<file path="src/rtl/pdet_pkg.sv">
// Shared types and constants for the path distance event trigger.
// Command and result words, config register map, sequencer states.
// No dependencies.
package pdet_pkg;

  localparam int MARKS_DEF = 16;
  localparam int KINDS_DEF = 8;

  typedef enum logic [1:0] {
    OP_CLEAR    = 2'd0,
    OP_APPEND   = 2'd1,
    OP_LEAD     = 2'd2,
    OP_POSITION = 2'd3
  } op_t;

  localparam logic [1:0] REG_PATH_READY  = 2'd0;
  localparam logic [1:0] REG_MAX_LEAD    = 2'd1;
  localparam logic [1:0] REG_KIND_ENABLE = 2'd2;

  typedef struct packed {
    op_t                op;
    logic signed [31:0] distance;
    logic [7:0]         kind_mask;
    logic [2:0]         kind_index;
    logic [30:0]        lead;
  } cmd_t;

  typedef struct packed {
    logic       accepted;
    logic [3:0] mark_index;
    logic [7:0] fired;
    logic [4:0] resume_index;
    logic       last_of_run;
  } res_t;

  typedef struct packed {
    logic [3:0] mark_index;
    logic [7:0] fired;
  } hit_t;

  typedef struct packed {
    logic        path_ready;
    logic [30:0] max_lead;
    logic [7:0]  kind_enable;
  } cfg_t;

  typedef enum logic [2:0] {
    ST_IDLE,
    ST_READ,
    ST_CHECK,
    ST_KIND,
    ST_WRITE,
    ST_FETCH,
    ST_SHOW_ONE,
    ST_SHOW_RES
  } state_t;

endpackage

</file>
<file path="src/rtl/path_distance_event_trigger.sv">
// Path distance event trigger: configuration registers and the sequencer.
// Uses pdet_pkg and pdet_ctrl.
//
// The block takes one command word at a time and is not ready until every
// result word of that command has been taken. Clear, append and lead words
// give one result word in the cycle after they are taken. A position word
// walks the mark table from the resume index through one shared 34-bit
// subtract and compare unit: a mark with no kinds left takes a table read
// and a bound check, any other scanned mark a table read, a bound check, one
// kind per cycle and a write back. The stop comes at a table read or a bound
// check, and each fired mark is then read from the result queue and handed
// out as a result word, held until it is taken. Register reads and writes use
// the APB port at any time; writes are meant for when the block is idle.
module path_distance_event_trigger #(
  parameter int MARKS = pdet_pkg::MARKS_DEF,
  parameter int KINDS = pdet_pkg::KINDS_DEF
) (
  input  logic           clk,
  input  logic           rst,
  input  logic           psel,
  input  logic           penable,
  input  logic           pwrite,
  input  logic [3:0]     paddr,
  input  logic [31:0]    pwdata,
  output logic [31:0]    prdata,
  output logic           pready,
  input  pdet_pkg::cmd_t cmd,
  input  logic           cmd_valid,
  output logic           cmd_ready,
  output pdet_pkg::res_t res,
  output logic           res_valid,
  input  logic           res_ready
);

  pdet_pkg::cfg_t cfg;
  logic           reg_we;

  assign pready = 1'b1;
  assign reg_we = psel && penable && pwrite && pready;

  always_ff @(posedge clk) begin
    if (rst) begin
      cfg <= '0;
    end else if (reg_we) begin
      unique case (paddr[3:2])
        pdet_pkg::REG_PATH_READY:  cfg.path_ready  <= pwdata[0];
        pdet_pkg::REG_MAX_LEAD:    cfg.max_lead    <= pwdata[30:0];
        pdet_pkg::REG_KIND_ENABLE: cfg.kind_enable <= pwdata[7:0];
        default: ;
      endcase
    end
  end

  always_comb begin
    unique case (paddr[3:2])
      pdet_pkg::REG_PATH_READY:  prdata = {31'd0, cfg.path_ready};
      pdet_pkg::REG_MAX_LEAD:    prdata = {1'b0, cfg.max_lead};
      pdet_pkg::REG_KIND_ENABLE: prdata = {24'd0, cfg.kind_enable};
      default:                   prdata = '0;
    endcase
  end

  pdet_ctrl #(.MARKS(MARKS), .KINDS(KINDS)) u_ctrl (
    .clk       (clk),
    .rst       (rst),
    .cfg       (cfg),
    .cmd       (cmd),
    .cmd_valid (cmd_valid),
    .cmd_ready (cmd_ready),
    .res       (res),
    .res_valid (res_valid),
    .res_ready (res_ready)
  );

  a_no_cmd_while_res: assert property (@(posedge clk) disable iff (rst)
    res_valid |-> !cmd_ready)
    else $error("command taken while a result word is pending");

  a_reject_is_last: assert property (@(posedge clk) disable iff (rst)
    res_valid && !res.accepted |-> res.last_of_run)
    else $error("rejected word not last of run");

  a_fire_accepted: assert property (@(posedge clk) disable iff (rst)
    res_valid && (res.fired != 8'd0) |-> res.accepted)
    else $error("kinds fired on a word not accepted");

  a_ready_after_last: assert property (@(posedge clk) disable iff (rst)
    res_valid && res_ready && res.last_of_run |=> cmd_ready)
    else $error("not ready after last result word");

endmodule

</file>
<file path="src/rtl/pdet_table.sv">
// Mark table: distance and kind mask memories, one write and one read port.
// Read data is registered. Depends on nothing beyond its parameters.
module pdet_table #(
  parameter int MARKS = 16,
  parameter int KINDS = 8,
  localparam int IW = (MARKS > 1) ? $clog2(MARKS) : 1
) (
  input  logic                    clk,
  input  logic                    we_mark,
  input  logic                    we_kinds,
  input  logic [IW-1:0]           waddr,
  input  logic signed [31:0]      wdist,
  input  logic [KINDS-1:0]        wkinds,
  input  logic [IW-1:0]           raddr,
  output logic signed [31:0]      rdist,
  output logic [KINDS-1:0]        rkinds
);

  logic signed [31:0] dist_mem  [MARKS];
  logic [KINDS-1:0]   kinds_mem [MARKS];

  always_ff @(posedge clk) begin
    if (we_mark) begin
      dist_mem[waddr] <= wdist;
    end
    if (we_mark || we_kinds) begin
      kinds_mem[waddr] <= wkinds;
    end
    rdist  <= dist_mem[raddr];
    rkinds <= kinds_mem[raddr];
  end

endmodule

</file>
<file path="src/rtl/pdet_cmp.sv">
// Shared distance compare: tells whether mark distance minus a lead lies
// below the position. Exact at 34 bits. No dependencies.
module pdet_cmp (
  input  logic signed [31:0] mark_dist,
  input  logic [30:0]        lead,
  input  logic signed [31:0] pos,
  output logic               below
);

  logic signed [33:0] diff;

  assign diff  = 34'(mark_dist) - $signed({3'b000, lead});
  assign below = diff < 34'(pos);

endmodule

</file>
<file path="src/rtl/pdet_resq.sv">
// Result queue: holds the marks fired by one position word until the scan
// ends. Uses pdet_pkg for the entry type.
module pdet_resq #(
  parameter int MARKS = 16,
  localparam int IW = (MARKS > 1) ? $clog2(MARKS) : 1
) (
  input  logic              clk,
  input  logic              we,
  input  logic [IW-1:0]     waddr,
  input  pdet_pkg::hit_t    wdata,
  input  logic              re,
  input  logic [IW-1:0]     raddr,
  output pdet_pkg::hit_t    rdata
);

  pdet_pkg::hit_t mem [MARKS];

  always_ff @(posedge clk) begin
    if (we) begin
      mem[waddr] <= wdata;
    end
    if (re) begin
      rdata <= mem[raddr];
    end
  end

endmodule

</file>
<file path="src/rtl/pdet_ctrl.sv">
// Sequencer: decodes command words, walks the mark table through the
// shared compare unit, queues hits and hands out result words.
// Uses pdet_pkg, pdet_table, pdet_cmp and pdet_resq.
module pdet_ctrl #(
  parameter int MARKS = pdet_pkg::MARKS_DEF,
  parameter int KINDS = pdet_pkg::KINDS_DEF
) (
  input  logic           clk,
  input  logic           rst,
  input  pdet_pkg::cfg_t cfg,
  input  pdet_pkg::cmd_t cmd,
  input  logic           cmd_valid,
  output logic           cmd_ready,
  output pdet_pkg::res_t res,
  output logic           res_valid,
  input  logic           res_ready
);

  localparam int IW = (MARKS > 1) ? $clog2(MARKS) : 1;
  localparam int CW = $clog2(MARKS + 1);
  localparam int KW = (KINDS > 1) ? $clog2(KINDS) : 1;

  pdet_pkg::state_t state, state_next, fin_state;

  logic [CW-1:0]      mark_count;
  logic [CW-1:0]      scan_start;
  logic [30:0]        lead_r [KINDS];
  logic signed [31:0] last_dist;
  logic signed [31:0] pos;
  logic [CW-1:0]      i;
  logic [KW-1:0]      j;
  logic [KINDS-1:0]   f;
  logic [CW-1:0]      n;
  logic [CW-1:0]      k;
  logic               run;
  logic               acc;

  logic               append_ok;
  logic               lead_ok;
  logic               below;
  logic [30:0]        cmp_lead;
  logic               fire_bit;
  logic               is_last;
  logic [KINDS-1:0]   new_kinds;

  logic               tbl_we_mark;
  logic               tbl_we_kinds;
  logic [IW-1:0]      tbl_waddr;
  logic signed [31:0] tbl_wdist;
  logic [KINDS-1:0]   tbl_wkinds;
  logic signed [31:0] rd_dist;
  logic [KINDS-1:0]   rd_kinds;

  logic               q_we;
  logic               q_re;
  pdet_pkg::hit_t     q_wdata;
  pdet_pkg::hit_t     q_rdata;

  assign append_ok = (mark_count < CW'(MARKS)) &&
                     ((mark_count == '0) || (cmd.distance > last_dist));
  assign lead_ok   = {29'd0, cmd.kind_index} < 32'(KINDS);
  assign cmp_lead  = (state == pdet_pkg::ST_KIND) ? lead_r[j] : cfg.max_lead;
  assign fire_bit  = rd_kinds[j] && below && (32'(j) < 32'd8) &&
                     cfg.kind_enable[3'(j)];
  assign new_kinds = rd_kinds & ~f;
  assign is_last   = (k + CW'(1)) == n;
  assign fin_state = (n == '0) ? pdet_pkg::ST_SHOW_ONE : pdet_pkg::ST_FETCH;

  pdet_table #(.MARKS(MARKS), .KINDS(KINDS)) u_table (
    .clk      (clk),
    .we_mark  (tbl_we_mark),
    .we_kinds (tbl_we_kinds),
    .waddr    (tbl_waddr),
    .wdist    (tbl_wdist),
    .wkinds   (tbl_wkinds),
    .raddr    (i[IW-1:0]),
    .rdist    (rd_dist),
    .rkinds   (rd_kinds)
  );

  pdet_cmp u_cmp (
    .mark_dist (rd_dist),
    .lead      (cmp_lead),
    .pos       (pos),
    .below     (below)
  );

  pdet_resq #(.MARKS(MARKS)) u_resq (
    .clk   (clk),
    .we    (q_we),
    .waddr (n[IW-1:0]),
    .wdata (q_wdata),
    .re    (q_re),
    .raddr (k[IW-1:0]),
    .rdata (q_rdata)
  );

  always_comb begin
    state_next = state;
    unique case (state)
      pdet_pkg::ST_IDLE: begin
        if (cmd_valid) begin
          if (cmd.op == pdet_pkg::OP_POSITION && cfg.path_ready) begin
            state_next = pdet_pkg::ST_READ;
          end else begin
            state_next = pdet_pkg::ST_SHOW_ONE;
          end
        end
      end
      pdet_pkg::ST_READ: begin
        if (i >= mark_count) begin
          state_next = fin_state;
        end else begin
          state_next = pdet_pkg::ST_CHECK;
        end
      end
      pdet_pkg::ST_CHECK: begin
        if (!below) begin
          state_next = fin_state;
        end else if (rd_kinds == '0) begin
          state_next = pdet_pkg::ST_READ;
        end else begin
          state_next = pdet_pkg::ST_KIND;
        end
      end
      pdet_pkg::ST_KIND: begin
        if (j == KW'(KINDS - 1)) begin
          state_next = pdet_pkg::ST_WRITE;
        end
      end
      pdet_pkg::ST_WRITE: state_next = pdet_pkg::ST_READ;
      pdet_pkg::ST_FETCH: state_next = pdet_pkg::ST_SHOW_RES;
      pdet_pkg::ST_SHOW_ONE: begin
        if (res_ready) begin
          state_next = pdet_pkg::ST_IDLE;
        end
      end
      pdet_pkg::ST_SHOW_RES: begin
        if (res_ready) begin
          state_next = is_last ? pdet_pkg::ST_IDLE : pdet_pkg::ST_FETCH;
        end
      end
      default: state_next = pdet_pkg::ST_IDLE;
    endcase
  end

  always_comb begin
    cmd_ready    = 1'b0;
    res_valid    = 1'b0;
    res          = '0;
    tbl_we_mark  = 1'b0;
    tbl_we_kinds = 1'b0;
    tbl_waddr    = i[IW-1:0];
    tbl_wdist    = cmd.distance;
    tbl_wkinds   = new_kinds;
    q_we         = 1'b0;
    q_re         = 1'b0;
    q_wdata      = '{mark_index: 4'(i), fired: 8'(f)};
    unique case (state)
      pdet_pkg::ST_IDLE: begin
        cmd_ready = 1'b1;
        if (cmd_valid && cmd.op == pdet_pkg::OP_APPEND && append_ok) begin
          tbl_we_mark = 1'b1;
          tbl_waddr   = mark_count[IW-1:0];
          tbl_wkinds  = KINDS'(cmd.kind_mask);
        end
      end
      pdet_pkg::ST_WRITE: begin
        tbl_we_kinds = 1'b1;
        q_we         = (f != '0);
      end
      pdet_pkg::ST_FETCH: q_re = 1'b1;
      pdet_pkg::ST_SHOW_ONE: begin
        res_valid        = 1'b1;
        res.accepted     = acc;
        res.resume_index = 5'(scan_start);
        res.last_of_run  = 1'b1;
      end
      pdet_pkg::ST_SHOW_RES: begin
        res_valid        = 1'b1;
        res.accepted     = 1'b1;
        res.mark_index   = q_rdata.mark_index;
        res.fired        = q_rdata.fired;
        res.resume_index = 5'(scan_start);
        res.last_of_run  = is_last;
      end
      default: ;
    endcase
  end

  always_ff @(posedge clk) begin
    if (rst) begin
      state      <= pdet_pkg::ST_IDLE;
      mark_count <= '0;
      scan_start <= '0;
      i          <= '0;
      j          <= '0;
      f          <= '0;
      n          <= '0;
      k          <= '0;
      run        <= 1'b0;
      acc        <= 1'b0;
      for (int q = 0; q < KINDS; q++) begin
        lead_r[q] <= '0;
      end
    end else begin
      state <= state_next;
      unique case (state)
        pdet_pkg::ST_IDLE: begin
          if (cmd_valid) begin
            unique case (cmd.op)
              pdet_pkg::OP_CLEAR: begin
                mark_count <= '0;
                scan_start <= '0;
                acc        <= 1'b1;
              end
              pdet_pkg::OP_APPEND: begin
                acc <= append_ok;
                if (append_ok) begin
                  mark_count <= mark_count + CW'(1);
                  last_dist  <= cmd.distance;
                end
              end
              pdet_pkg::OP_LEAD: begin
                acc <= lead_ok;
                if (lead_ok) begin
                  lead_r[KW'(cmd.kind_index)] <= cmd.lead;
                end
              end
              pdet_pkg::OP_POSITION: begin
                acc <= cfg.path_ready;
                pos <= cmd.distance;
                i   <= scan_start;
                n   <= '0;
                k   <= '0;
                run <= 1'b1;
              end
              default: ;
            endcase
          end
        end
        pdet_pkg::ST_CHECK: begin
          j <= '0;
          f <= '0;
          if (below && rd_kinds == '0) begin
            i <= i + CW'(1);
          end
        end
        pdet_pkg::ST_KIND: begin
          if (fire_bit) begin
            f[j] <= 1'b1;
          end
          j <= j + KW'(1);
        end
        pdet_pkg::ST_WRITE: begin
          if (f != '0) begin
            n <= n + CW'(1);
          end
          if (run) begin
            if (new_kinds == '0) begin
              scan_start <= i + CW'(1);
            end else begin
              run <= 1'b0;
            end
          end
          i <= i + CW'(1);
        end
        pdet_pkg::ST_SHOW_RES: begin
          if (res_ready) begin
            k <= k + CW'(1);
          end
        end
        default: ;
      endcase
    end
  end

endmodule
</file>
<file path="config.mk">
export PLATFORM = sky130hd
export DESIGN_NAME = path_distance_event_trigger
export DESIGN_NICKNAME = d
export VERILOG_FILES = /design/src/rtl/pdet_pkg.sv /design/src/rtl/path_distance_event_trigger.sv /design/src/rtl/pdet_table.sv /design/src/rtl/pdet_cmp.sv /design/src/rtl/pdet_resq.sv /design/src/rtl/pdet_ctrl.sv
export SDC_FILE = /design/constraint.sdc
export NUM_CORES = 2
export LEC_CHECK = 0
export BUFFER_PORTS_ARGS = -buffer_cell sky130_fd_sc_hd__buf_2
export CAP_MARGIN = 20
export CORE_MARGIN = 2
export CORE_UTILIZATION = 25
export CTS_CLUSTER_DIAMETER = 80
export DETAILED_ROUTE_END_ITERATION = 8
export PLACE_DENSITY = 0.48
export SYNTH_ARGS = -nofsm -noshare
export SYNTH_HDL_FRONTEND = slang
export SYNTH_HIERARCHICAL = 1
export SYNTH_SLANG_ARGS = --single-unit
export TNS_END_PERCENT = 50
</file>
<file path="constraint.sdc">
create_clock -name clk -period 9 [get_ports clk]
set_clock_uncertainty 0.05 [all_clocks]
set_input_delay 0.9 -clock clk [delete_from_list [all_inputs] [get_ports clk]]
set_output_delay 0.9 -clock clk [all_outputs]
set_load 0.01 [all_outputs]
</file>
==> results.toml <==
[status]
status = "finished clean"

[global_route]
grt_overflow = 0
grt_usage_pct = 13.2
antenna_found_initial = 33
grt_pass1_vias = 29800
grt_first_pass_wirelength_um = 215000
grt_max_degree = 145

[route]
final_antenna_net_count = 0
drtIter0Drc = 2078
vias = 29300
wl_per_cell_um = 23.1
drc_errors = 0
via_per_inst = 4.53
firstDrtPassIters = 7
routed_wl_um = 150000

[timing]
max_freq_mhz = 133
finalWorstSetupSlack_ns = 1.49
finalSetupViolations = 0
slew_violations = 0
hold_viol = 0
rsz0062_at_grt = "no"
holdWs_ns = 0.314
tns_ns = 0
period_needed_ns = 7.51
slew_headroom_pct = 26.6
finalCritPeriodShare_pct = 83.5
tightest_slew_ns = 1.10

[floorplanning]
io_pins = 173
die_x_um = 472
initial_core_util_pct = 25.2
core_region_area_um2 = 217000
placementRows = 171
design.die.area_um2 = 223000
fp.dieH_um = 472

[yosys]
syn_inst = 3261
synthesis.nets = 3489
ys_warn_count = 6
ys_types = 92
synth_seq_cells = 1280
ys.flop_type = "edfxtp_1"
seq_area_frac_synth_pct = 67.9
syn_avg_cell_area_um2 = 16.8
synth_enable_flop_cells = 1156
syn_area_um2 = 54800
async_flop_share_pct = 0

[power_and_ir_drop]
p_sw_mw = 4.70
switching_share_pct = 28.7
power_density_nw_per_um2 = 255
intPower_mw = 11.7
sequentialPowerShare_pct = 43.0
pwr-share-comb_pct = 20.3
peakVddDrop_uv = 173
clockPowerShare_pct = 36.6
p_leak_nw = 21.4
power.total_mw = 16.4

[worst_setup_path]
critical_path_required_ns = 9.61
crit_fanout = 24
crit_top_cell = "o21ai_0"
critPathSlowestCell = "o21ai_0"
crit_path_end_kind = "flip-flop"
startpoint_type = "flip-flop"
reg2reg_slack_ns = 1.49
r2r-start = "u_ctrl/state[2]"
timing.critical_path.slowest_cell_delay_ns = 0.56
regToRegEndpoint = "u_ctrl/i[0]"
arrival_ns = 8.13
crit_type = "flip-flop to flip-flop"
r2r_cells = 29

[placed_design]
place_area_um2 = 59200
dp_hpwl_um = 95600
dp_slack_ns = 1.50
io_buffers = 167
place.gp.congestion = 0.775

[clocking]
postCtsSetupBuffers = 0
cts-root-buf = "clkbuf_16"
clock_latency_ns = 0.80
hold_buffers = 0
cts_tree = "yes"
cts_max_level = 4
post_cts_resized = 0
clkTransAtPathRegs_ns = 0.06
clock-sinks = 1280
clockBufferDepth = 3
cts_buffers = 149

[finish]
synthToLayoutAreaGrowth_pct = 17.0
nNetsFinal = 3724
fillers = 21600
drive_gt1_share_pct = 21.6
mostFrequentLayoutCell = "edfxtp_1"
final_cell_mix = "edfxtp_1, and2_1, mux4_2, buf_2, nand2_1"
stdcell_area_um2 = 64100

[run]
cap_viol_max_count = 0

[worst_hold_path]
holdPathEnd = "cfg[36]"
holdCritStartpoint = "pwdata[28]"
hold-path-cell-count = 3
hold_class = "primary input to flip-flop"
cell usage after synthesis, types with 33 or more instances:
master	instances	area share (%)
nand2b_1	33	0.38
nand2_1	155	1.1
edfxtp_1	1156	63
a22oi_1	105	1.4
o21ai_0	82	0.75
mux4_2	197	8.1
dfxtp_1	124	4.5
nor2_1	109	0.75
inv_1	119	0.82
and2_1	275	3.1
a21oi_1	78	0.71
mux2i_1	78	1.4
clkbuf_1	98	0.67
ha_1	108	2.5
mux4_1	75	3.6
sequential cells by signal, indices dropped and copies added (netlist names), 8 cells and up, named ones only:
name / flops
cfg: 40
u_ctrl/u_table/kinds_mem: 128
u_ctrl/u_resq/rdata: 12
u_ctrl/lead_r: 248
u_ctrl/u_table/rdist: 32
u_ctrl/u_table/rkinds: 8
u_ctrl/u_resq/mem: 192
u_ctrl/f: 8
u_ctrl/u_table/dist_mem: 512
u_ctrl/last_dist: 32
u_ctrl/pos: 32
power by group through the flow:
stage	clock network, mW	logic, mW	registers [mW]
floorplan	0	2.56	7.02
global placement	0	3.35	7.19
detailed placement	0	3.35	7.19
CTS	6.16	3.37	7.07
global route	6.38	3.69	7.08
finish	6.00	3.33	7.05
critical path, delay by kind of cell, from the launching register on:
kind,cells,cell delay (ns)
and+or+nand+nor,3,0.65
muxes,1,0.17
DFF,1,0.30
adders and majority gates,2,0.66
AOI/OAI and AO/OA,17,4.36
xor gates and xnor gates,1,0.17
buffers and inverters,5,0.96
layer usage:
metal	GRT usage (%)	wire length, µm	vias to the layer above	share of wire (%)
li1	-	-	13200	-
met2	22.5	74200	642	50
met1	16.8	63400	15200	42
met5	0	133	-	0.089
met3	2.71	7430	221	5.0
met4	4.34	4510	24	3.0
how the worst max path moves through the flow:
stage	depth (start not counted)	start	to
3_5_place_dp	29	u_ctrl/state[2]	u_ctrl/i[0]
2_1_floorplan	28	flip-flop	u_ctrl/i[0]
3_3_place_gp	29	u_ctrl/state[2]	u_ctrl/i[0]
5_1_grt	29	u_ctrl/state[2]	u_ctrl/i[0]
6_report	29	u_ctrl/state[2]	u_ctrl/i[0]
4_1_cts	29	u_ctrl/state[2]	u_ctrl/i[0]
layout make-up:
type | count | area [µm²] | area share, %
clock inverter | 75 | 946 | 1.48
inverter | 119 | 447 | 0.697
multi-input combinational | 1700 | 16500 | 25.7
clock buffer | 197 | 3950 | 6.16
antenna | 6 | 15.0 | 0.0234
sequential | 1280 | 37200 | 58.0
timing repair buffer | 246 | 1490 | 2.32
tap | 2854 | 3570 | 5.57
cell families (layout without fill, tap and decap cells):
| family | Yosys count | count (layout) | synth area share [%] |
|---|---|---|---|
| AOI/OAI and AO/OA | 385 | 385 | 4.78 |
| other | 2 | 8 | 0.0137 |
| DFF | 1280 | 1280 | 67.9 |
| muxes | 360 | 360 | 13.3 |
| adders and majority gates | 109 | 109 | 2.50 |
| xor gates and xnor gates | 40 | 40 | 0.640 |
| buffers and inverters | 281 | 637 | 2.57 |
| and+or+nand+nor | 804 | 804 | 8.24 |
metrics by stage:
stage | util [%] | instances
after floorplan | - | 3261
after global placement | 27.2 | 6197
after detailed placement | 27.2 | 6198
after CTS | 29.5 | 6470
after global routing | 29.5 | 6474
final | 29.5 | 6477
(Power assumes the default switching activity.)
